$ cat src/hw/rtl/bbir_pkg.sv
// bbir_pkg: shared types and constants for the byte buffer insert/remove core
// command and status codes, cell operation, sequencer states, word structs
// no dependencies
package bbir_pkg;

  // default number of byte cells
  localparam int BBIR_CAPACITY = 256;
  // read-out groups: cells are or-reduced in groups of this size
  localparam int GRP    = 16;
  localparam int GRP_SH = 4;
  // index width wide enough for the largest supported capacity
  localparam int IDX_W  = 13;

  // command codes
  localparam logic [2:0] CMD_INSERT = 3'd0;
  localparam logic [2:0] CMD_REMOVE = 3'd1;
  localparam logic [2:0] CMD_CLEAR  = 3'd2;
  localparam logic [2:0] CMD_READ   = 3'd3;
  localparam logic [2:0] CMD_APPEND = 3'd4;

  // status codes
  localparam logic [1:0] ST_OK    = 2'd0;
  localparam logic [1:0] ST_RANGE = 2'd1;
  localparam logic [1:0] ST_FULL  = 2'd2;

  typedef enum logic [1:0] {
    CELL_HOLD,
    CELL_INS,
    CELL_DEL,
    CELL_CLR
  } cell_op_t;

  typedef enum logic [1:0] {
    S_IDLE,
    S_SHIFT,
    S_RD_LOAD,
    S_RD_WALK
  } bbir_state_t;

  typedef struct packed {
    logic [2:0] cmd;
    logic [8:0] position;
    logic [7:0] data_byte;
    logic [8:0] length;
  } bbir_in_t;

  typedef struct packed {
    logic [1:0] status;
    logic [7:0] read_data;
    logic [8:0] fill_level;
  } bbir_out_t;

  // control broadcast from the sequencer to the cell row and read-out groups
  typedef struct packed {
    cell_op_t         op;
    logic [IDX_W-1:0] pos;
    logic [7:0]       data;
    logic             grp_load;
    logic             grp_shift;
  } bbir_ctl_t;

endpackage

$ cat src/hw/rtl/bbir_cell.sv
// bbir_cell: one byte slot of the cell row
// takes from its lower or upper neighbor on insert and remove shifts
// depends on bbir_pkg
module bbir_cell #(
  parameter int IDX = 0
) (
  input  logic               clk,
  input  logic               rst_n,
  input  bbir_pkg::bbir_ctl_t ctl,
  input  logic [7:0]         lower_byte,
  input  logic [7:0]         upper_byte,
  output logic [7:0]         byte_q
);
  import bbir_pkg::*;

  logic [7:0] byte_r;
  logic [7:0] byte_nxt;
  logic       at_pos;
  logic       above_pos;

  assign at_pos    = (ctl.pos == IDX_W'(IDX));
  assign above_pos = (IDX_W'(IDX) > ctl.pos);

  // next byte for this slot
  always_comb begin
    byte_nxt = byte_r;
    unique case (ctl.op)
      CELL_INS: begin
        if (above_pos) begin
          byte_nxt = lower_byte;
        end else if (at_pos) begin
          byte_nxt = ctl.data;
        end
      end
      CELL_DEL: begin
        if (above_pos || at_pos) begin
          byte_nxt = upper_byte;
        end
      end
      CELL_CLR:  byte_nxt = 8'h00;
      CELL_HOLD: byte_nxt = byte_r;
      default:   byte_nxt = byte_r;
    endcase
  end

  // slot register, empty after reset
  always_ff @(posedge clk) begin
    if (!rst_n) begin
      byte_r <= 8'h00;
    end else begin
      byte_r <= byte_nxt;
    end
  end

  assign byte_q = byte_r;

endmodule

$ cat config.mk
export PLATFORM = sky130hd
export DESIGN_NAME = bbir_cell
export DESIGN_NICKNAME = d
export VERILOG_FILES = /design/src/hw/rtl/bbir_pkg.sv /design/src/hw/rtl/bbir_cell.sv
export SDC_FILE = /design/constraint.sdc
export NUM_CORES = 1
export LEC_CHECK = 0
export ABC_AREA = 0
export ABC_CLOCK_PERIOD_IN_PS = 1190
export CORE_AREA = 2 2 39 41
export DETAILED_ROUTE_END_ITERATION = 8
export DIE_AREA = 0 0 41 43
export DONT_BUFFER_PORTS = 1
export GPL_ROUTABILITY_DRIVEN = 0
export PLACE_DENSITY_LB_ADDON = 0.25
export SLEW_MARGIN = 20
export SYNTH_ARGS = -nofsm -noshare
export SYNTH_HDL_FRONTEND = slang
export SYNTH_SLANG_ARGS = --single-unit
$ cat constraint.sdc
create_clock -name clk -period 1.19 [get_ports clk]
set_input_delay 0.238 -clock clk [delete_from_list [all_inputs] [get_ports clk]]
set_output_delay 0.238 -clock clk [all_outputs]
set_load 0.02 [all_outputs]
# Word-level counts from Yosys, hierarchy flattened
# Index checks and enable logic that the tools add are counted.
op_classes:
  n_lt_le_gt_ge: 1
  eq_ne: 5
  mux: 4
  bitwise_logic: 1
  n_reduce_logical: 4
ops:
  columns: ["op", "n"]
  rows:
  - ["8-bit 2-to-1 mux", 3]
  - ["8-bit one-hot mux with 3 select lines", 1]
  - ["1-bit by 13-bit > comparator with 1-bit output, first input constant", 1]
  - ["13-bit zero test", 1]
  - ["2-bit equality test, second input constant", 2]
  - ["3-bit inequality test, second input constant", 1]
  - ["3-bit AND reduction", 1]
  - ["2-bit by 1-bit equality test with 1-bit output, second input constant", 1]
  - ["2-bit zero test", 1]
  - ["2-bit inequality test, second input constant", 1]
  - ["1-bit logical OR", 1]
  - ["1-bit NOT", 1]
word_totals:
  reg_bits: 8
  input_bits: 43
  out_inout_bits: 8

# Logic depth before layout (Yosys ltp)
# Gate-level depths: netlist of run 1.
logic_depth:
  ltp_word: 4
  mapped_depth: 5
  depth_no_buf: 4

# Worst setup path after synthesis of run 1
# No wires, ideal clock.
synth_timing:
  kind: "input -> register"
  from: "input ctl[12] (netlist bit)"
  to: "register byte_r[1] (netlist: byte_q[1])"
  setup_time_ns: 0.118
  arrival_time_ns: 0.942
  path_slack_ns: 0.130
  cell_stages: 4
  cell_sequence: "nor4_1 > and4_2 > nor2_2 > o2bb2ai_1"
synth_between:
  elab_chain_cells: 4
synth_rtl:
  columns: ["item", "line", "text"]
  rows:
  - ["start: declaration", "bbir_cell.sv:9", "input bbir_pkg::bbir_ctl_t ctl,"]
  - ["1-bit by 13-bit > comparator with 1-bit output / 13-bit zero test (equally long branches)", "bbir_cell.sv:22, bbir_cell.sv:21", null]
  - ["1-bit logical OR", "bbir_cell.sv:36", "if (above_pos || at_pos) begin"]
  - ["2-bit inequality test (no line)", null, null]
  - ["3-bit AND reduction (no line)", null, null]
  - ["end signal: assignment", "bbir_cell.sv:51", "byte_r <= byte_nxt;"]
  - ["end: declaration", "bbir_cell.sv:16", "logic [7:0] byte_r;"]
# Parallel ways exist; a longest one is shown, timed or not.
# A chain may end at the register's enable or synchronous reset.

# Final worst setup path of run 1
layout_timing:
  from: "register byte_r[4] (netlist: byte_q[4])"
  to: "output byte_q[4]"
layout_lines:
  columns: ["item", "line", "text"]
  rows:
  - ["end: declaration", "bbir_cell.sv:12", "output logic [7:0] byte_q"]
# No word-level cell between the ends.

==> results.sh, run 1 <==
export IMPL_outcome="finished, final reports clean"
export IMPL_cts_htree_levels=1
export IMPL_yosysSeqAreaShare_pct=34.8
export IMPL_finalHoldViolCount=0
export IMPL_cp_data_required_time_ns=0.95
export IMPL_tightest_slew_ns=0.600
export IMPL_ant_nets=0
export IMPL_max_cap_violations=0
export IMPL_switching_share_pct=22.3
export IMPL_p_int_mw=0.407
export IMPL_setup_viol=0
export IMPL_initial_utilization_pct=33.3
export IMPL_yosysWarnings=0
export IMPL_instances_no_fill=77
export IMPL_p_switching_mw=0.117
export IMPL_crit_path_cell_trace="buf_4"
export IMPL_drtPass1Iterations=4
export IMPL_critPathMaxStageDelay_ns=0.34
export IMPL_grt_ovfl_total=0
export IMPL_place_area_um2=523
export IMPL_routed_wirelength_mm=1.18
export IMPL_cp_slowest_cell="dfxtp_1"
export IMPL_fin_crit_ns=0.988
export IMPL_synth_seq_cells=8
export IMPL_end_kind="output pin"
export IMPL_clockBufferDepth=2
export IMPL_multiInputGateArea_um2=283
export IMPL_antenna_cells=0
export IMPL_max_freq_mhz=1010
export IMPL_cts_buffers=3
export IMPL_nNetsFinal=106
export IMPL_final_common_cell="nor2_1"
export IMPL_worst_path_stages=1
export IMPL_dp_hpwl_um=860
export IMPL_synthArstFlopShare_pct=0
export IMPL_design_area_um2=546
export IMPL_clk_latency_ns=0.25
export IMPL_mappedNetlistArea_um2=460
export IMPL_io_pins=51
export IMPL_placedCellCount=74
export IMPL_pwr_share_comb_pct=8.8
export IMPL_crit_buf_inv=1
export IMPL_avgSynthCellArea_um2=8.69
export IMPL_vias_per_cell=5.65
export IMPL_p_leak_nw=0.227
export IMPL_rsz0062_at_grt="no"
export IMPL_wl_per_cell_um=15.4
export IMPL_fin_skew_ns=0
export IMPL_finalWorstSetupSlack_ns=0.202
export IMPL_path_class="reg -> out"
export IMPL_syn_inst=53
export IMPL_reg2regPathDepth=4
export IMPL_ir_drop_v=0.000338
export IMPL_die_area_um2=1760
export IMPL_clockPowerShare_pct=40.1
export IMPL_grt_max_degree=11
export IMPL_clock_sinks=8
export IMPL_cp_max_fo=2
export IMPL_p_seq_share_pct=51.2
export IMPL_synth_ff_type="dfxtp_1"
export IMPL_rows=14
export IMPL_nFillCells=149
export IMPL_r2r_slack_ns=0.39
export IMPL_root_buffer="clkbuf_4"
export IMPL_ys_types=15
export IMPL_largest_reg_flops=8
export IMPL_drv_slew=0
export IMPL_setup_tns_ns=0
export IMPL_worstHoldPathCells=2
export IMPL_grt_pass1_vias=416
export IMPL_cts_resized=0
export IMPL_die_w_um=41
export IMPL_powerDensity_nw_per_um2=960
export IMPL_arrival_ns=0.75
export IMPL_num_vias=435
export IMPL_cts_setup_buffers=0
export IMPL_track_usage_pct=13.0
export IMPL_cts_hold_buf=0
export IMPL_fin_crit_sh_pct=83.0
export IMPL_grt_pass1_wl_mm=1.58
export IMPL_clk_pin_slew_ns=0.06
export IMPL_die_h_um=43
export IMPL_synth_net_count=96
export IMPL_drt_initial_drc_count=3
export IMPL_antenna_found_initial=0
export IMPL_seq_area_um2=160
export IMPL_hold_class="in -> reg"
export IMPL_startpoint_type="flip-flop"
export IMPL_portBuffers=0
export IMPL_area_growth_pct=18.5
export IMPL_dp_slack_ns=0.0280
export IMPL_drc=0
export IMPL_cts_tree="built"
export IMPL_slew_limit_headroom_pct=59.9
export IMPL_synth_edf_count=0
export IMPL_critical_path_top_delay_family="flip-flops"
export IMPL_coreArea_um2=1380
export IMPL_drive_above_1_share_pct=23.0
[cells in the mapped netlist (2+ instances only)]
cell type	instances	share of area, %
o2bb2ai_1	8	15
a21oi_1	8	8.7
nand2_1	2	1.6
nor2_1	9	7.3
nor4_1	2	2.7
mux2i_1	8	17
dfxtp_1	8	35
[worst register-to-register path: stages (launching register included)]
cell,delay (ns)
dfxtp_1,0.32
mux2i_1,0.13
nor2_1,0.05
a21oi_1,0.12
o2bb2ai_1,0.07
[per-stage QoR]
| step | power, mW | utilization [%] | hold WS (ns) |
|---|---|---|---|
| final | 0.524 | 39.4 | 0.160 |
| after global routing | 0.550 | 39.4 | 0.161 |
| after CTS | 0.533 | 39.4 | 0.161 |
| after detailed placement | 0.321 | 37.8 | 0.425 |
| after global placement | 0.319 | 37.8 | 0.415 |
| after floorplan | 0.327 | - | 0.408 |
[layout make-up]
class,count,share of cell area [%]
multi-input combinational,42,51.8
tap,16,3.67
clock buffer,3,4.13
sequential,8,29.4
timing repair buffer,8,11.0
[routing by layer]
layer / track usage, % / vias to the layer above / part of all wire [%]
met2: 19.4 / 29 / 48
li1: - / 214 / -
met3: 5.76 / 0 / 9.7
met5: 0 / - / 0
met1: 13.7 / 192 / 43
met4: 9.33 / 0 / 0
[power by group through the flow]
stage                     Sequential (mW)  Clock [mW]  Combinational, mW
after floorplan                     0.274           0             0.0529
after global placement              0.274           0             0.0453
after detailed placement            0.274           0             0.0470
after CTS                           0.268       0.218             0.0468
after global routing                0.268       0.231             0.0518
final                               0.268       0.210             0.0460
[final timing paths]
| check | start | endpoint |
|---|---|---|
| worst min-delay path | ctl[4] | byte_q[2]$_SDFFE_PN0P_ |
| worst max-delay path | byte_q[4]$_SDFFE_PN0P_ | byte_q[4] |
| worst max register to register | byte_q[4]$_SDFFE_PN0P_ | byte_q[4]$_SDFFE_PN0P_ |
| worst min register to register | byte_q[1]$_SDFFE_PN0P_ | byte_q[1]$_SDFFE_PN0P_ |
[cells by family after synthesis]
logic type / after synthesis / share of synthesized area [%]
multiplexers: 8 / 17.4
buffers and inverters: 3 / 3.80
AO/OA/AOI/OAI: 16 / 23.9
AND/OR/NAND/NOR: 18 / 20.1
flip-flops: 8 / 34.8
Note: power is estimated with default switching activity, not from simulation.
==> inputs of run 2 (changes only) <==
Settings changed: ABC_AREA 0 to 1, ABC_CLOCK_PERIOD_IN_PS 1190 to 1050.
Clock period 1.19 ns to 1.05 ns, I/O delays scaled along.
==> run 2 against run 1 <==
  * Die area stayed put
  * Clock skew stayed put
  * Global-route usage rose by 0.72 points
  * Setup slack got worse by 0.065 ns
  * Routed wire length shrank 5.6%
==> results.sh, run 2 <==
export IMPL_powerDensity_nw_per_um2=1170
export IMPL_max_freq_mhz=1100
export IMPL_ir_drop_v=0.000265
export IMPL_avgSynthCellArea_um2=6.04
export IMPL_tightest_slew_ns=0.255
export IMPL_max_cap_violations=0
export IMPL_rsz0062_at_grt="no"
export IMPL_fin_skew_ns=0
export IMPL_root_buffer="clkbuf_4"
export IMPL_antenna_cells=0
export IMPL_cts_setup_buffers=0
export IMPL_outcome="finished, final reports clean"
export IMPL_place_area_um2=602
export IMPL_antenna_found_initial=0
export IMPL_synth_ff_type="dfxtp_1"
export IMPL_grt_pass1_vias=445
export IMPL_fin_crit_ns=0.913
export IMPL_clk_latency_ns=0.24
export IMPL_rows=14
export IMPL_cp_data_required_time_ns=0.84
export IMPL_routed_wirelength_mm=1.12
export IMPL_coreArea_um2=1380
export IMPL_drv_slew=0
export IMPL_clk_pin_slew_ns=0.05
export IMPL_design_area_um2=624
export IMPL_synth_top_cells_by_count="36 x nand2_1, 14 x nor2_1, 10 x nor2_2"
export IMPL_mappedNetlistArea_um2=568
export IMPL_fin_crit_sh_pct=87.0
export IMPL_holdCritStartpoint="rst_n"
export IMPL_final_core_util_pct=45.1
export IMPL_final_common_cell="nand2_1"
export IMPL_instances_no_fill=115
export IMPL_num_vias=532
export IMPL_nNetsFinal=144
export IMPL_clock_sinks=8
export IMPL_grt_pass1_wl_mm=1.65
export IMPL_syn_inst=94
export IMPL_synth_top_cell_by_area="dfxtp_1"
export IMPL_dp_hpwl_um=901
export IMPL_area_growth_pct=9.91
export IMPL_cts_htree_levels=1
export IMPL_synthTopCellsByArea="dfxtp_1 28%, nand2_1 24%, nor2_2 11%"
export IMPL_cts_resized=0
export IMPL_synth_top_cell_area_share_pct=28.2
export IMPL_synth_most_common_cell="nand2_1"
export IMPL_nFillCells=159
export IMPL_portBuffers=0
export IMPL_grt_ovfl_total=0
export IMPL_slew_limit_headroom_pct=83.0
export IMPL_die_area_um2=1760
export IMPL_wl_per_cell_um=9.72
export IMPL_synthArstFlopShare_pct=0
export IMPL_placedCellCount=112
export IMPL_p_leak_nw=0.324
export IMPL_synth_net_count=137
export IMPL_drive_above_1_share_pct=24.2
export IMPL_cts_tree="built"
export IMPL_hold_class="in -> reg"
export IMPL_cts_buffers=3
export IMPL_ant_nets=0
export IMPL_drt_initial_drc_count=9
export IMPL_clockBufferDepth=2
export IMPL_setup_viol=0
export IMPL_cp_max_fo=2
export IMPL_initial_utilization_pct=41.0
export IMPL_worstReg2RegStart="byte_q[0]$_SDFFE_PN0P_"
export IMPL_drc=0
export IMPL_end_kind="output pin"
export IMPL_final_cell_mix="36 x nand2_1, 14 x nor2_1, 10 x nor2_2, 9 x inv_1"
export IMPL_path_class="reg -> out"
export IMPL_io_pins=51
export IMPL_ys_types=13
export IMPL_finalHoldViolCount=0
export IMPL_vias_per_cell=4.63
export IMPL_synth_edf_count=0
export IMPL_cts_hold_buf=0
export IMPL_die_h_um=43
export IMPL_yosysSeqAreaShare_pct=28.2
export IMPL_die_w_um=41
export IMPL_yosysWarnings=0
export IMPL_setup_tns_ns=0
export IMPL_crit_start="byte_q[2]$_SDFFE_PN0P_"
export IMPL_track_usage_pct=13.7
export IMPL_startpoint_type="flip-flop"
export IMPL_largest_reg_flops=8
export IMPL_drtPass1Iterations=2
export IMPL_grt_max_degree=13
export IMPL_synth_seq_cells=8
export IMPL_arrival_ns=0.70
run 2: cell types whose count changed in the layout (fill, tap and decap cells not counted), moves of 4 or more:
cell       before  now
buf_4           8    4
nor2_1          9   14
nand2_1         2   36
inv_1           0    9
nor2_2          1   10
mux2i_1         8    0
nand3_1         0    8
o2bb2ai_1       8    0
a21oi_1         8    0
run 2: kinds of logic (layout without fill, tap and decap cells):
family                 Yosys count  count (layout)  share of synthesized area [%]
DFF                              8               8                           28.2
and+or+nand+nor                 72              72                           57.3
buffers and inverters           14              19                           14.5
run 2: power breakdown:
part	internal, mW	switching [mW]	total (mW)
clock network	0.130	0.0980	0.228
logic	0.0651	0.0714	0.137
registers	0.324	0.0395	0.364
total	0.520	0.209	0.729
run 2: worst paths after layout:
check                      endpoint  slack, ns  depth (start not counted)
max                       byte_q[2]       0.14                          0
min          byte_q[5]$_SDFFE_PN0P_       0.08                          2
max reg2reg  byte_q[0]$_SDFFE_PN0P_       0.37                          2
min reg2reg  byte_q[3]$_SDFFE_PN0P_       0.58                          2
run 2: cell type report:
class / instances / area (µm²) / area share, %
clock buffers: 3 / 22.5 / 3.61
multi-input cells: 72 / 325 / 52.1
inverters: 11 / 46.3 / 7.41
repair buffers: 5 / 50.0 / 8.02
flip-flops and latches: 8 / 160 / 25.7
well taps: 16 / 20.0 / 3.21
run 2: routing by layer:
| layer | track usage [%] | routed length (µm) | vias up | share of wire [%] |
|---|---|---|---|---|
| li1 | - | - | 287 | - |
| met1 | 15.7 | 460 | 215 | 41 |
| met4 | 8.67 | 0 | 0 | 0 |
| met5 | 0 | 0 | - | 0 |
| met2 | 20.3 | 539 | 30 | 48 |
| met3 | 5.24 | 118 | 0 | 11 |
run 2: stage by stage:
step,hold WS [ns],power [mW],setup WS (ns)
6_report,0.0753,0.729,0.137
5_1_grt,0.0674,0.780,0.0924
4_1_cts,0.0668,0.741,0.122
3_5_place_dp,0.335,0.509,0.00692
3_3_place_gp,0.335,0.507,0.00835
2_1_floorplan,0.485,0.496,-0.0112
run 2: worst register-to-register path: stages (launching register included):
cell     delay, ns
dfxtp_1       0.46
nor2_2        0.07
nor2_2        0.09
==> inputs of run 3 (changes only) <==
Settings changed: CTS_BUF_LIST set to sky130_fd_sc_hd__clkbuf_8.
==> run 3 against run 2 <==
  * Hold slack better by 0.024 ns
  * Die area is the same
  * Flip-flop and latch count did not move
  * Fmax grew 2.4%
  * Highest routed layer is now met4
  * Clock skew unchanged
  * Power is 19% higher
  * Non-clock buffer count unchanged
  * Via count rose by 1.1%
  * Critical path type unchanged
==> results.sh, run 3 (synthesis gave the netlist of run 2 again) <==
export IMPL_rows=14
export IMPL_drc=0
export IMPL_drtPass1Iterations=4
export IMPL_ant_nets=0
export IMPL_fin_crit_sh_pct=84.9
export IMPL_clock_sinks=8
export IMPL_cts_htree_levels=1
export IMPL_die_area_um2=1760
export IMPL_p_int_mw=0.639
export IMPL_initial_utilization_pct=41.0
export IMPL_clockBufferDepth=2
export IMPL_antenna_found_initial=0
export IMPL_routed_wirelength_mm=1.14
export IMPL_vias_per_cell=4.68
export IMPL_worstReg2RegEnd="byte_q[5]$_SDFFE_PN0P_"
export IMPL_drive_above_1_share_pct=24.2
export IMPL_max_freq_mhz=1120
export IMPL_wl_per_cell_um=9.92
export IMPL_cts_hold_buf=0
export IMPL_portBuffers=0
export IMPL_die_w_um=41
export IMPL_dp_slack_ns=0.00692
export IMPL_drv_slew=0
export IMPL_slew_limit_headroom_pct=82.9
export IMPL_met3_usage_pct=5.24
export IMPL_use_met1_pct=15.7
export IMPL_reg2regPathDepth=2
export IMPL_final_common_cell="nand2_1"
export IMPL_cts_resized=0
export IMPL_instances_no_fill=115
export IMPL_grt_max_degree=13
export IMPL_finalWorstSetupSlack_ns=0.158
export IMPL_p_switching_mw=0.226
export IMPL_track_usage_pct=13.9
export IMPL_dp_hpwl_um=901
export IMPL_max_cap_violations=0
export IMPL_outcome="finished, final reports clean"
export IMPL_coreArea_um2=1380
export IMPL_placedCellCount=112
export IMPL_p_seq_share_pct=42.3
export IMPL_fin_crit_ns=0.892
export IMPL_grt_ovfl_total=0
export IMPL_cts_tree="built"
export IMPL_worstReg2RegStart="byte_q[5]$_SDFFE_PN0P_"
export IMPL_worstHoldPathCells=2
export IMPL_p_leak_nw=0.332
export IMPL_final_cell_mix="36 x nand2_1, 14 x nor2_1, 10 x nor2_2, 9 x inv_1"
export IMPL_finalHoldViolCount=0
export IMPL_cts_buffers=3
export IMPL_arrival_ns=0.68
export IMPL_holdCritStartpoint="rst_n"
export IMPL_busiest_layer="met2"
export IMPL_cp_max_fo=2
export IMPL_cp_data_required_time_ns=0.84
export IMPL_end_kind="output pin"
export IMPL_area_growth_pct=13.2
export IMPL_antenna_cells=0
export IMPL_startpoint_type="flip-flop"
export IMPL_clk_pin_slew_ns=0.04
export IMPL_r2r_slack_ns=0.36
export IMPL_clk_latency_ns=0.22
export IMPL_grt_pass1_vias=459
export IMPL_clockPowerShare_pct=41.9
export IMPL_grt_pass1_wl_mm=1.68
export IMPL_use_met2_pct=20.9
export IMPL_setup_viol=0
export IMPL_path_class="reg -> out"
export IMPL_tightest_slew_ns=0.256
export IMPL_design_area_um2=643
export IMPL_ir_drop_v=0.000342
export IMPL_nNetsFinal=144
export IMPL_switching_share_pct=26.1
export IMPL_num_vias=538
export IMPL_hold_end="byte_q[7]$_SDFFE_PN0P_"
export IMPL_io_pins=51
export IMPL_die_h_um=43
export IMPL_root_buffer="clkbuf_8"
export IMPL_drt_initial_drc_count=10
export IMPL_largest_reg_flops=8
export IMPL_cts_setup_buffers=0
export IMPL_rsz0062_at_grt="no"
export IMPL_hold_class="in -> reg"
export IMPL_pwr_share_comb_pct=15.8
export IMPL_place_area_um2=602
export IMPL_fin_skew_ns=0
export IMPL_powerDensity_nw_per_um2=1340
export IMPL_whs_ns=0.0994
==> run 3: cell types whose count changed in the layout (fill, tap and decap cells not counted) <==
cell	before	now
clkbuf_4	3	0
clkbuf_8	0	3
==> run 3: stage by stage <==
step	power, mW	TNS [ns]	utilization (%)
after floorplan	0.496	-0.0112	-
after global placement	0.507	0	43.5
after detailed placement	0.509	0	43.5
after CTS	0.875	0	46.5
after global routing	0.905	0	46.5
final	0.865	0	46.5
==> run 3: worst max-delay path by stage <==
stage / start / to / slack, ns / depth (start not counted)
after floorplan: ctl[24] / byte_q[0]$_SDFFE_PN0P_ / -0.01 / 11
after global placement: ctl[10] / byte_q[5]$_SDFFE_PN0P_ / 0.008 / 8
after detailed placement: ctl[10] / byte_q[7]$_SDFFE_PN0P_ / 0.007 / 8
after CTS: byte_q[7]$_SDFFE_PN0P_ / byte_q[7] / 0.15 / 0
after global routing: byte_q[2]$_SDFFE_PN0P_ / byte_q[2] / 0.13 / 0
final: byte_q[5]$_SDFFE_PN0P_ / byte_q[5] / 0.16 / 0
==> run 3: power groups by stage <==
stage	clock network [mW]	registers (mW)	logic, mW
after global placement	0	0.371	0.136
after floorplan	0	0.368	0.128
after detailed placement	0	0.371	0.138
final	0.363	0.366	0.137
after global routing	0.380	0.368	0.158
after CTS	0.371	0.366	0.139
==> run 3: layout make-up <==
| class | count | area [µm²] |
|---|---|---|
| sequential | 8 | 160 |
| tap | 16 | 20.0 |
| clock buffer | 3 | 41.3 |
| timing repair buffer | 5 | 50.0 |
| inverter | 11 | 46.3 |
| fill | 157 | 741 |
| multi-input combinational | 72 | 325 |
==> run 3: routing by layer <==
metal | wire [µm] | share of wire [%]
met5 | 0 | 0
met2 | 533 | 47
met4 | 16 | 1.4
met1 | 466 | 41
met3 | 124 | 11
