## src/hw/rtl/bbir_pkg.sv

```systemverilog
// bbir_pkg: shared types and constants for the byte buffer insert/remove core
// command and status codes, cell operation, sequencer states, word structs
// no dependencies
package bbir_pkg;

  // default number of byte cells
  localparam int BBIR_CAPACITY = 256;
  // read-out groups: cells are or-reduced in groups of this size
  localparam int GRP    = 16;
  localparam int GRP_SH = 4;
  // index width wide enough for the largest supported capacity
  localparam int IDX_W  = 13;

  // command codes
  localparam logic [2:0] CMD_INSERT = 3'd0;
  localparam logic [2:0] CMD_REMOVE = 3'd1;
  localparam logic [2:0] CMD_CLEAR  = 3'd2;
  localparam logic [2:0] CMD_READ   = 3'd3;
  localparam logic [2:0] CMD_APPEND = 3'd4;

  // status codes
  localparam logic [1:0] ST_OK    = 2'd0;
  localparam logic [1:0] ST_RANGE = 2'd1;
  localparam logic [1:0] ST_FULL  = 2'd2;

  typedef enum logic [1:0] {
    CELL_HOLD,
    CELL_INS,
    CELL_DEL,
    CELL_CLR
  } cell_op_t;

  typedef enum logic [1:0] {
    S_IDLE,
    S_SHIFT,
    S_RD_LOAD,
    S_RD_WALK
  } bbir_state_t;

  typedef struct packed {
    logic [2:0] cmd;
    logic [8:0] position;
    logic [7:0] data_byte;
    logic [8:0] length;
  } bbir_in_t;

  typedef struct packed {
    logic [1:0] status;
    logic [7:0] read_data;
    logic [8:0] fill_level;
  } bbir_out_t;

  // control broadcast from the sequencer to the cell row and read-out groups
  typedef struct packed {
    cell_op_t         op;
    logic [IDX_W-1:0] pos;
    logic [7:0]       data;
    logic             grp_load;
    logic             grp_shift;
  } bbir_ctl_t;

endpackage

```

## src/hw/rtl/bbir_ctrl.sv

```systemverilog
// bbir_ctrl: command decode, fill level and shift/read sequencer
// drives the control struct of the cell row and builds the result word
// depends on bbir_pkg
module bbir_ctrl #(
  parameter int CAPACITY = bbir_pkg::BBIR_CAPACITY
) (
  input  logic                clk,
  input  logic                rst_n,
  input  logic                start,
  output logic                busy,
  input  bbir_pkg::bbir_in_t  in_item,
  input  logic [7:0]          grp0_byte,
  output bbir_pkg::bbir_ctl_t ctl,
  output logic                out_valid,
  output bbir_pkg::bbir_out_t out_item
);
  import bbir_pkg::*;

  localparam int CW = $clog2(CAPACITY + 1);
  localparam int AW = (CW > 10) ? CW : 10;

  bbir_state_t state_r, state_nxt;
  logic [CW-1:0] used_r;
  logic [AW-1:0] cnt_r;
  logic [AW-1:0] pos_r;
  cell_op_t      op_r;
  logic [7:0]    byte_r;
  logic          out_valid_r;
  bbir_out_t     res_r;

  logic          accept;
  logic [AW-1:0] used_a, pos_a, len_a, cap_a, ins_pos, room, tail, rm_cnt;
  logic [1:0]    dec_status;
  logic [AW-1:0] dec_used, dec_pos, dec_cnt;
  logic          dec_shift, dec_read, dec_clear;
  cell_op_t      dec_op;
  logic          done;

  assign accept  = start && (state_r == S_IDLE);
  assign used_a  = AW'(used_r);
  assign pos_a   = AW'(in_item.position);
  assign len_a   = AW'(in_item.length);
  assign cap_a   = AW'(CAPACITY);
  assign ins_pos = (in_item.cmd == CMD_APPEND) ? used_a : pos_a;
  assign room    = cap_a - used_a;
  assign tail    = used_a - pos_a;
  assign rm_cnt  = (len_a > tail) ? tail : len_a;

  // command decode and range checks
  always_comb begin
    dec_status = ST_OK;
    dec_used   = used_a;
    dec_pos    = pos_a;
    dec_cnt    = '0;
    dec_shift  = 1'b0;
    dec_read   = 1'b0;
    dec_clear  = 1'b0;
    dec_op     = CELL_HOLD;
    unique case (in_item.cmd)
      CMD_INSERT, CMD_APPEND: begin
        priority if (ins_pos > used_a) begin
          dec_status = ST_RANGE;
        end else if (len_a == '0) begin
          dec_status = ST_OK;
        end else if (room < len_a) begin
          dec_status = ST_FULL;
        end else begin
          dec_shift = 1'b1;
          dec_op    = CELL_INS;
          dec_pos   = ins_pos;
          dec_cnt   = len_a;
          dec_used  = used_a + len_a;
        end
      end
      CMD_REMOVE: begin
        priority if (pos_a >= used_a) begin
          dec_status = ST_RANGE;
        end else if (rm_cnt == '0) begin
          dec_status = ST_OK;
        end else begin
          dec_shift = 1'b1;
          dec_op    = CELL_DEL;
          dec_cnt   = rm_cnt;
          dec_used  = used_a - rm_cnt;
        end
      end
      CMD_CLEAR: begin
        dec_clear = 1'b1;
        dec_used  = '0;
      end
      CMD_READ: begin
        if (pos_a >= used_a) begin
          dec_status = ST_RANGE;
        end else begin
          dec_read = 1'b1;
          dec_cnt  = pos_a >> GRP_SH;
        end
      end
      default: ;
    endcase
  end

  // next state
  always_comb begin
    state_nxt = state_r;
    unique case (state_r)
      S_IDLE: begin
        if (accept && dec_shift) begin
          state_nxt = S_SHIFT;
        end else if (accept && dec_read) begin
          state_nxt = S_RD_LOAD;
        end
      end
      S_SHIFT: begin
        if (cnt_r == AW'(1)) begin
          state_nxt = S_IDLE;
        end
      end
      S_RD_LOAD: state_nxt = S_RD_WALK;
      S_RD_WALK: begin
        if (cnt_r == '0) begin
          state_nxt = S_IDLE;
        end
      end
      default: state_nxt = S_IDLE;
    endcase
  end

  // outputs toward the cell row and the handshake
  always_comb begin
    busy          = (state_r != S_IDLE);
    ctl.op        = CELL_HOLD;
    ctl.pos       = IDX_W'(pos_r);
    ctl.data      = byte_r;
    ctl.grp_load  = 1'b0;
    ctl.grp_shift = 1'b0;
    done          = 1'b0;
    unique case (state_r)
      S_IDLE: begin
        if (accept && dec_clear) begin
          ctl.op = CELL_CLR;
        end
        done = accept && !dec_shift && !dec_read;
      end
      S_SHIFT: begin
        ctl.op = op_r;
        done   = (cnt_r == AW'(1));
      end
      S_RD_LOAD: ctl.grp_load = 1'b1;
      S_RD_WALK: begin
        ctl.grp_shift = 1'b1;
        done          = (cnt_r == '0);
      end
      default: ;
    endcase
  end

  // control registers
  always_ff @(posedge clk) begin
    if (!rst_n) begin
      state_r     <= S_IDLE;
      used_r      <= '0;
      out_valid_r <= 1'b0;
    end else begin
      state_r     <= state_nxt;
      out_valid_r <= done;
      if (accept) begin
        used_r <= CW'(dec_used);
      end
    end
  end

  // command and result payload
  always_ff @(posedge clk) begin
    if (accept) begin
      res_r.status     <= dec_status;
      res_r.read_data  <= 8'h00;
      res_r.fill_level <= 9'(dec_used);
      op_r             <= dec_op;
      pos_r            <= dec_pos;
      byte_r           <= in_item.data_byte;
      cnt_r            <= dec_cnt;
    end else if (state_r == S_SHIFT) begin
      cnt_r <= cnt_r - AW'(1);
    end else if (state_r == S_RD_WALK) begin
      if (cnt_r == '0) begin
        res_r.read_data <= grp0_byte;
      end else begin
        cnt_r <= cnt_r - AW'(1);
      end
    end
  end

  assign out_valid = out_valid_r;
  assign out_item  = res_r;

endmodule

```

## config.mk

```make
export PLATFORM = sky130hd
export DESIGN_NAME = bbir_ctrl
export DESIGN_NICKNAME = d
export VERILOG_FILES = /design/src/hw/rtl/bbir_pkg.sv /design/src/hw/rtl/bbir_ctrl.sv
export SDC_FILE = /design/constraint.sdc
export NUM_CORES = 1
export LEC_CHECK = 0
export BUFFER_PORTS_ARGS = -buffer_cell sky130_fd_sc_hd__buf_2
export CAP_MARGIN = 10
export CORE_MARGIN = 4
export CORE_UTILIZATION = 52
export DETAILED_ROUTE_END_ITERATION = 6
export MAX_ROUTING_LAYER = met4
export PLACE_DENSITY_LB_ADDON = 0.25
export SLEW_MARGIN = 5
export SYNTH_ARGS = -nofsm -noshare
export SYNTH_HDL_FRONTEND = slang
export SYNTH_SLANG_ARGS = --single-unit
```

## constraint.sdc

```tcl
create_clock -name clk -period 5.9 [get_ports clk]
set_input_delay 0.295 -clock clk [delete_from_list [all_inputs] [get_ports clk]]
set_output_delay 0.295 -clock clk [all_outputs]
set_load 0.1 [all_outputs]
```

* Yosys cells after proc, flatten, opt, wreduce, memory -nomap -nowiden *
Index checks and enable logic that the tools add are counted.

operators by class
  $add $sub $neg = 5
  $mul = 0
  divide/modulo/power cells = 0
  magnitude comparators = 4
  equality and inequality tests = 12
  shift-type cells = 0
  multiplexer cells = 53
  bitwise operators = 2
  reductions and logical operators = 21

operator list
  kind                                                  count
  2-to-1 mux 9 bit                                      13
  2-to-1 mux 10 bit                                     7
  logical NOT 10 bit                                    3
  one-hot mux 10 bit (3 select lines)                   1
  one-hot mux 9 bit (3 select lines)                    1
  2-to-1 mux 2 bit                                      10
  2-to-1 mux 1 bit                                      14
  one-hot mux 2 bit (2 select lines)                    3
  equality test 10 x 1 -> 1 bit, second input constant  1
  greater-than comparator 9 x 10 -> 1 bit               1
  less-than comparator 10 x 9 -> 1 bit                  1
  subtractor 10 x 1 -> 10 bit, second input constant    1
  subtractor 9 x 9 -> 10 bit                            1
  subtractor 9 x 9 -> 10 bit, first input constant      1
  adder 9 bit                                           1
  greater-or-equal comparator 9 bit                     1
  greater-than comparator 9 bit                         1
  subtractor 9 bit                                      1
  one-hot mux 2 bit (4 select lines)                    1
  equality test 3 x 2 -> 1 bit, second input constant   2
  logical AND 1 bit                                     6
  AND reduction 3 bit                                   2
  2-to-1 mux 5 bit                                      1
  equality test 2 bit, second input constant            2
  17 further kinds                                      21

word-level totals
  register bits = 61
  bits in latches = 0
  RAM bits = 0
  ROM bits = 0
  bits of input ports = 40
  output and inout port bits = 46
  logic and storage cells = 108
  memories = 0

* Logic depth before layout (Yosys ltp) *
Gate-level depths: netlist of the first run.

  depth after elaboration = 11
  depth in mapped cells = 32
  gate-level depth less buffers = 31

* Least setup slack after synthesis of the first run *
No wires, ideal clock.

  kind = reg-to-reg
  start = register used_r[1]
  end = register res_r (netlist bit out_item[8]), data pin
  setup time = 0.272 ns
  data arrival time = 6.005 ns
  required time = 5.628 ns
  slack = -0.377 ns
  cell stages (with the launch flop) = 31
  path buffers = 2
  clock period less this slack = 6.277 ns
  cell sequence = dfxtp_1 > clkbuf_1 > inv_1 > fa_1 > nor2b_1 > o21ai_1 > a21oi_1 > o21ai_0 > nand2b_1 > nor2_1 > nor2_1 > inv_1 > ha_1 > o21ai_0 > or4_4 > o211a_4 > nor2_4 > clkbuf_1 > nand2_1 > o21ai_0 > ha_1 > inv_1 > ha_1 > o41ai_1 > o22ai_1 > o2111ai_1 > a2bb2oi_1 > a221oi_1 > mux2_2 > nand2_1 > o211ai_1

between the ends
  longest elaborated chain between the ends = 7
  elaborated cells between the ends (all ways) = 17
  those cells by class = add/sub (4); order compare (4); mux (8); reduce/logical (1)

ends and longest elaborated chain
  what                                                    RTL line                          text
  start: declaration                                      bbir_ctrl.sv:23                   logic [CW-1:0] used_r;
  start signal: assignment                                bbir_ctrl.sv:168                  used_r <= CW'(dec_used);
  subtractor 9 x 9 -> 10 bit                              bbir_ctrl.sv:46                   assign tail = used_a - pos_a;
  greater-than comparator 9 x 10 -> 1 bit                 bbir_ctrl.sv:47                   assign rm_cnt = (len_a > tail) ? tail : len_a;
  2-to-1 mux 10 bit                                       bbir_ctrl.sv:47
  subtractor 9 bit or logical NOT 10 bit (tied branches)  bbir_ctrl.sv:84, bbir_ctrl.sv:78
  2-to-1 mux 9 bit                                        bbir_ctrl.sv:78                   end else if (rm_cnt == '0) begin
  2-to-1 mux 9 bit                                        bbir_ctrl.sv:76                   priority if (pos_a >= used_a) begin
  one-hot mux 9 bit (3 select lines) (*)                  bbir_ctrl.sv:59                   unique case (in_item.cmd)
  named net dec_used[8]                                   bbir_ctrl.sv:34                   logic [AW-1:0] dec_used, dec_pos, dec_cnt;
  end: declaration                                        bbir_ctrl.sv:29                   bbir_out_t res_r;

The timed path passes the listed nets; every way through them passes the cells marked *.
A chain may end at the register's enable or synchronous reset.

* Worst setup path in the final report of the first run *
  start = register used_r[1]
  end = register used_r[7]

between the ends
  longest elaborated chain between the ends = 7
  elaborated cells between the ends (all ways) = 17
  those cells by class = add/sub (4); order compare (4); mux (8); reduce/logical (1)

ends and longest elaborated chain
  what                                                    RTL line
  subtractor 9 x 9 -> 10 bit                              bbir_ctrl.sv:46
  greater-than comparator 9 x 10 -> 1 bit                 bbir_ctrl.sv:47
  2-to-1 mux 10 bit                                       bbir_ctrl.sv:47
  subtractor 9 bit or logical NOT 10 bit (tied branches)  bbir_ctrl.sv:84, bbir_ctrl.sv:78
  2-to-1 mux 9 bit                                        bbir_ctrl.sv:78
  2-to-1 mux 9 bit                                        bbir_ctrl.sv:76
  one-hot mux 9 bit (3 select lines) (*)                  bbir_ctrl.sv:59
  named net dec_used[7]                                   bbir_ctrl.sv:34

Marked as above.

==> results.json, run 1 <==
{
  "path_clk_slew_ns": 0.08,
  "grt_max_degree": 57,
  "die_h_um": 108,
  "start_util": 0.534,
  "hold_class": "in2reg",
  "wl_per_cell_um": 21.2,
  "clkSinkCount": 60,
  "synth.avg_cell_area_um2": 8.53,
  "cts_buffer_depth": 2,
  "drc": 0,
  "slew-limit-headroom": 0.312,
  "cp_slowest_stage_delay_ns": 0.40,
  "synth_area_leader_cell": "edfxtp_1",
  "hpwlAfterDp_um": 14300,
  "port-buffer-count": 81,
  "yosys_warnings": 0,
  "cp_num_buf_inv": 4,
  "power_density_mw_per_mm2": 272,
  "ys_top_cells_by_count": "nand2_1, nor2_1, a21oi_1, inv_1, ha_1",
  "critPathKind": "reg2reg",
  "cp_data_required_time_ns": 6.13,
  "cp-start-kind": "flop",
  "clock_latency_ns": 0.35,
  "ys_seq_area_frac": 0.305,
  "syn_to_final_growth_pct": 21.9,
  "fin_worst_skew_ns": 0.0134,
  "fin_crit_sh": 0.960,
  "routed_wl_um": 18400,
  "synth_top_area_frac": 0.229,
  "power_frac_clock": 0.233,
  "fin_crit_ns": 5.66,
  "maxSlewViolCount": 0,
  "drv_cap": 0,
  "dr.first_iter.drc_count": 503,
  "comb_power_share": 0.467,
  "setup-violations-final": 0,
  "dp.cells": 845,
  "p_int_mw": 0.994,
  "globalRouteOverflowTotal": 0,
  "timing.rr.start": "used_r[1]",
  "diodes": 0,
  "syn_inst": 615,
  "finalHoldViolations": 0,
  "rows": 36,
  "ios": 86,
  "nNetsFinal": 819,
  "die_width_um": 108,
  "place_area_mm2": 0.00601,
  "async_flop_share": 0,
  "p_switching_mw": 0.749,
  "cts_root_buffer": "clkbuf_8",
  "dieArea_mm2": 0.0118,
  "synth-edff-count": 40,
  "grtUsageTotal": 0.318,
  "path_max_fanout": 4,
  "sequentialPowerShare": 0.299,
  "holdPathEnd": "byte_r[0]",
  "tritoncts": "built",
  "end_kind": "flop",
  "crit_slowest_cell": "maj3_1",
  "drive_gt1_frac": 0.251,
  "hold_depth": 1,
  "finalInstanceArea_mm2": 0.00640,
  "avgViaCountPerCell": 6.16,
  "routabilityCongestion": 0.989,
  "ctsHoldBuffers": 0,
  "clock.fmax_mhz": 177,
  "ys_types": 80,
  "p_sw_frac": 0.430,
  "grt_pass1_vias": 4947,
  "synth_ff_type": "edfxtp_1",
  "htree_levels": 3,
  "firstDrtPassIters": 5,
  "cts_buffers": 9,
  "crit_arrival_ns": 5.90,
  "irDropWorstVdd_uv": 124,
  "rr_endpoint": "used_r[7]",
  "yosys-top-cells-area": "edfxtp_1, ha_1, dfxtp_1",
  "syn_area_mm2": 0.00525,
  "status": "completed",
  "vias": 5337,
  "synth.most_common_cell": "nand2_1",
  "fp.coreArea_mm2": 0.00982,
  "rrSetupSlack_ns": 0.24,
  "ys_ff_latch": 60,
  "leakagePower_nw": 2.89,
  "max_slew.worst_pin.slew_ns": 1.02,
  "antenna_left": 0,
  "ff2ff_path_depth": 29,
  "cp_top_family": "compound AO/OA/AOI/OAI gates",
  "antenna_found_initial": 0,
  "hp-start": "in_item[9]",
  "fin_cells": 866,
  "grt_pass1_wl_um": 27300
}
==> through the flow <==
step	setup TNS, ns	utilization	hold slack [ns]	power (mW)	setup WS [ns]
3_3_place_gp	0	0.612	0.469	1.27	0.139
4_1_cts	0	0.634	0.115	1.69	0.00639
3_5_place_dp	-0.0306	0.612	0.478	1.29	-0.0306
6_report	0	0.652	0.124	1.74	0.238
2_1_floorplan	0	-	0.394	1.08	0.0114
5_1_grt	-0.0755	0.652	0.117	1.82	-0.0449
==> state kept, by name, summed over array words and instances, names as in the netlist <==
name / flops
out_item: 19
cnt_r: 10
pos_r: 9
used_r: 9
byte_r: 8
op_r: 2
state_r: 2
out_valid: 1
==> worst max path at each step <==
stage | start | to | depth (start not counted)
6_report | used_r[1] | used_r[7] | 29
5_1_grt | used_r[0] | used_r[7] | 31
4_1_cts | used_r[0] | out_item[8] | 28
3_5_place_dp | in_item[17] | out_item[8] | 29
3_3_place_gp | in_item[17] | out_item[8] | 30
2_1_floorplan | used_r[1] | out_item[8] | 31
==> per-layer routing <==
layer	vias to the layer above	global-route usage	wire, um	part of all wire
li1	2476	-	-	-
met1	2496	0.409	7350	0.40
met2	311	0.504	8570	0.47
met3	54	0.0442	1660	0.091
met4	0	0.129	801	0.044
met5	-	-	0	0
==> cell usage in the layout (no fill, tap or decap), types with 5 or more instances in the layout <==
master and n:
nor3_1 12, mux2i_1 10, a31oi_1 7, buf_4 39
nor4_1 6, and2_1 5, nand3_1 10, o22ai_1 13
a21oi_1 46, nand2_1 55, xor2_1 10, xnor2_1 24
ha_1 45, edfxtp_1 40, a21o_1 11, o211ai_1 5
dfxtp_1 19, nor2b_1 6, nand2b_1 10, o21bai_1 5
nand4_1 8, o21ai_0 40, inv_1 49, clkbuf_8 9
buf_2 81, nor2_1 55
==> kinds of logic after synthesis <==
family,count (synthesis),share of synthesized area
AO/OA/AOI/OAI,186,0.234
XOR/XNOR,38,0.0723
adder cells (fa/ha/maj),55,0.133
buffers and inverters,72,0.0575
flip-flops,60,0.305
multiplexers,12,0.0234
other,1,0.000715
AND/OR/NAND/NOR,191,0.174
==> worst reg2reg max path: cells and delay by family, from the launching register on <==
family	cells	cell delay, ns
compound gates	11	2.08
fa+ha+maj	6	1.83
simple gates	6	0.62
buf+inv	4	0.41
flops	1	0.33
xor+xnor	2	0.27
==> final cells by class <==
type	count	area, um2
Clock buffer	10	149
Clock inverter	6	67.6
Fill cell	838	3420
Inverter	51	191
Multi-Input combinational cell	486	3520
Sequential cell	60	1600
Tap cell	133	166
Timing Repair Buffer	120	698
==> repair_timing <==
item	CTS	global route
setup buffers	0	5
endpoints found under the setup margin	0	14
gates resized for setup	0	31
==> power by group through the flow <==
stage	Sequential [mW]	Combinational [mW]	Clock, mW
global route	0.524	0.870	0.423
finish	0.521	0.815	0.407
global placement	0.528	0.746	0
detailed placement	0.530	0.755	0
floorplan	0.670	0.415	0
CTS	0.521	0.759	0.411
Note: power is estimated with default switching activity, not from simulation.
==> inputs of run 2 (changes only) <==
--- a/config.mk
+++ b/config.mk
@@ -7,7 +7,6 @@
 export LEC_CHECK = 0
 export BUFFER_PORTS_ARGS = -buffer_cell sky130_fd_sc_hd__buf_2
 export CAP_MARGIN = 10
-export CORE_MARGIN = 4
 export CORE_UTILIZATION = 52
 export DETAILED_ROUTE_END_ITERATION = 6
 export MAX_ROUTING_LAYER = met4
==> run 2 against run 1 <==
Net effect: the run now ends with design-rule violations left; global-route usage grew 2.3 points; worst hold slack better by 0.0068 ns; wire length shrank 9.5%; sequential share of layout area grew 0.37 points; sequential power about the same; critical path depth is 2 lower; fmax down 0.36%; utilization down 0.54 points; flip-flop and latch count stayed put; first-iteration DRC count down 6.4%; power down 4.5%; critical endpoint unchanged; highest routed layer unchanged.
==> results.json, run 2 (synthesis results as in run 1) <==
{
  "routabilityCongestion": 1.09,
  "critPathKind": "reg2reg",
  "fin_util": 0.646,
  "power.total_mw": 1.67,
  "mostFrequentLayoutCell": "buf_2",
  "status": "complete, but fails checks",
  "grt_pass1_vias": 4949,
  "clock.fmax_mhz": 176,
  "cts_root_buffer": "clkbuf_8",
  "irDropWorstVdd_uv": 135,
  "drive_gt1_frac": 0.246,
  "whs_ns": 0.130,
  "multiInputGateArea_mm2": 0.00347,
  "syn_to_final_growth_pct": 20.4,
  "violations": "design-rule violations",
  "clkSinkCount": 60,
  "fillers": 839,
  "start_util": 0.537,
  "fin_crit_ns": 5.68,
  "fin_worst_skew_ns": 0.0195,
  "cts_buffer_depth": 2,
  "cp_data_required_time_ns": 6.13,
  "grt_max_degree": 57,
  "port-buffer-count": 81,
  "fin_cells": 864,
  "clock_latency_ns": 0.35,
  "die_h_um": 102,
  "fp.coreArea_mm2": 0.00977,
  "leakagePower_nw": 2.84,
  "register_area_mm2": 0.00161,
  "hold_class": "in2reg",
  "die_width_um": 102,
  "setup-violations-final": 0,
  "wl_per_cell_um": 19.3,
  "maxSlewViolCount": 0,
  "place_area_mm2": 0.00600,
  "slew-limit-headroom": 0.310,
  "drc": 2,
  "hpwlAfterDp_um": 13100,
  "grt_pass1_wl_um": 25900,
  "antenna_found_initial": 0,
  "diodes": 0,
  "crit_arrival_ns": 5.92,
  "final_cell_mix": "buf_2, nand2_1, nor2_1",
  "worst_slack_ns": 0.217,
  "fin_crit_sh": 0.963,
  "cts_buffers": 9,
  "globalRouteOverflowTotal": 0,
  "htree_levels": 3,
  "nNetsFinal": 817,
  "dr.first_iter.drc_count": 471,
  "tritoncts": "built",
  "largest_reg_flops": 19,
  "fin_tns_setup_ns": 0,
  "dp.cells": 844,
  "firstDrtPassIters": 7,
  "routed_wl_um": 16600,
  "avgViaCountPerCell": 6.07,
  "path_max_fanout": 4,
  "finalHoldViolations": 0,
  "vias": 5245,
  "dieArea_mm2": 0.0105,
  "cp-start-kind": "flop",
  "ios": 86,
  "max_slew.worst_pin.slew_ns": 1.03,
  "drv_cap": 0,
  "power_density_mw_per_mm2": 264,
  "antenna_left": 0,
  "path_clk_slew_ns": 0.09,
  "pre_cts_ws_ns": -0.123,
  "finalInstanceArea_mm2": 0.00631,
  "grtUsageTotal": 0.341,
  "rows": 36,
  "end_kind": "flop"
}
[run 2: metal layers]
metal	track usage	part of all wire	vias up	routed length, um
li1	-	-	2468	-
met4	0.189	0.054	0	903
met3	0.0540	0.078	71	1290
met5	-	0	-	0
met2	0.529	0.46	274	7570
met1	0.422	0.41	2432	6870
[run 2: layout make-up]
| cell class | instances | share of cell area |
|---|---|---|
| clock inverters | 6 | 0.00713 |
| multi-input cells | 486 | 0.550 |
| clock buffers | 10 | 0.0236 |
| inverters | 51 | 0.0303 |
| well taps | 133 | 0.0264 |
| repair buffers | 118 | 0.108 |
| flip-flops and latches | 60 | 0.254 |
[run 2: power breakdown]
| part | leakage [nW] | total, mW | switching (mW) | internal (mW) |
|---|---|---|---|---|
| registers | 0.565 | 0.520 | 0.0221 | 0.498 |
| logic | 2.17 | 0.779 | 0.517 | 0.263 |
| clock network | 0.102 | 0.365 | 0.185 | 0.180 |
| total | 2.84 | 1.67 | 0.724 | 0.941 |
[run 2: critical path, cell delays in order (launching register included)]
cell      delay [ns]
dfxtp_1         0.36
buf_4           0.15
ha_1            0.30
nand2b_1        0.11
nand2b_1        0.08
a21oi_2         0.17
xnor2_2         0.18
inv_1           0.08
ha_1            0.32
nand2_1         0.06
o21a_1          0.19
maj3_1          0.40
maj3_2          0.37
o211a_4         0.27
nor2_4          0.09
o21ai_1         0.09
ha_2            0.19
inv_2           0.10
nor2_1          0.07
a31oi_1         0.21
o311a_1         0.25
a31oi_2         0.06
maj3_4          0.37
a221oi_2        0.30
a311oi_2        0.08
xnor2_1         0.15
a221o_1         0.38
o21ba_1         0.18
[run 2: final timing paths]
path | start | end | slack, ns | depth (start not counted)
worst max-delay path | used_r[1] | used_r[7] | 0.22 | 27
worst min-delay path | in_item[13] | byte_r[4] | 0.13 | 1
worst max register to register | used_r[1] | used_r[7] | 0.22 | 27
worst min register to register | out_item[16] | out_item[16] | 0.50 | 2
[run 2: what timing repair did]
item,in CTS,in global routing
setup buffers,0,4
resized for setup,0,26
hold buffers,0,0
endpoints found under the setup margin,2,14
cloned,0,0
pin swaps,2,11
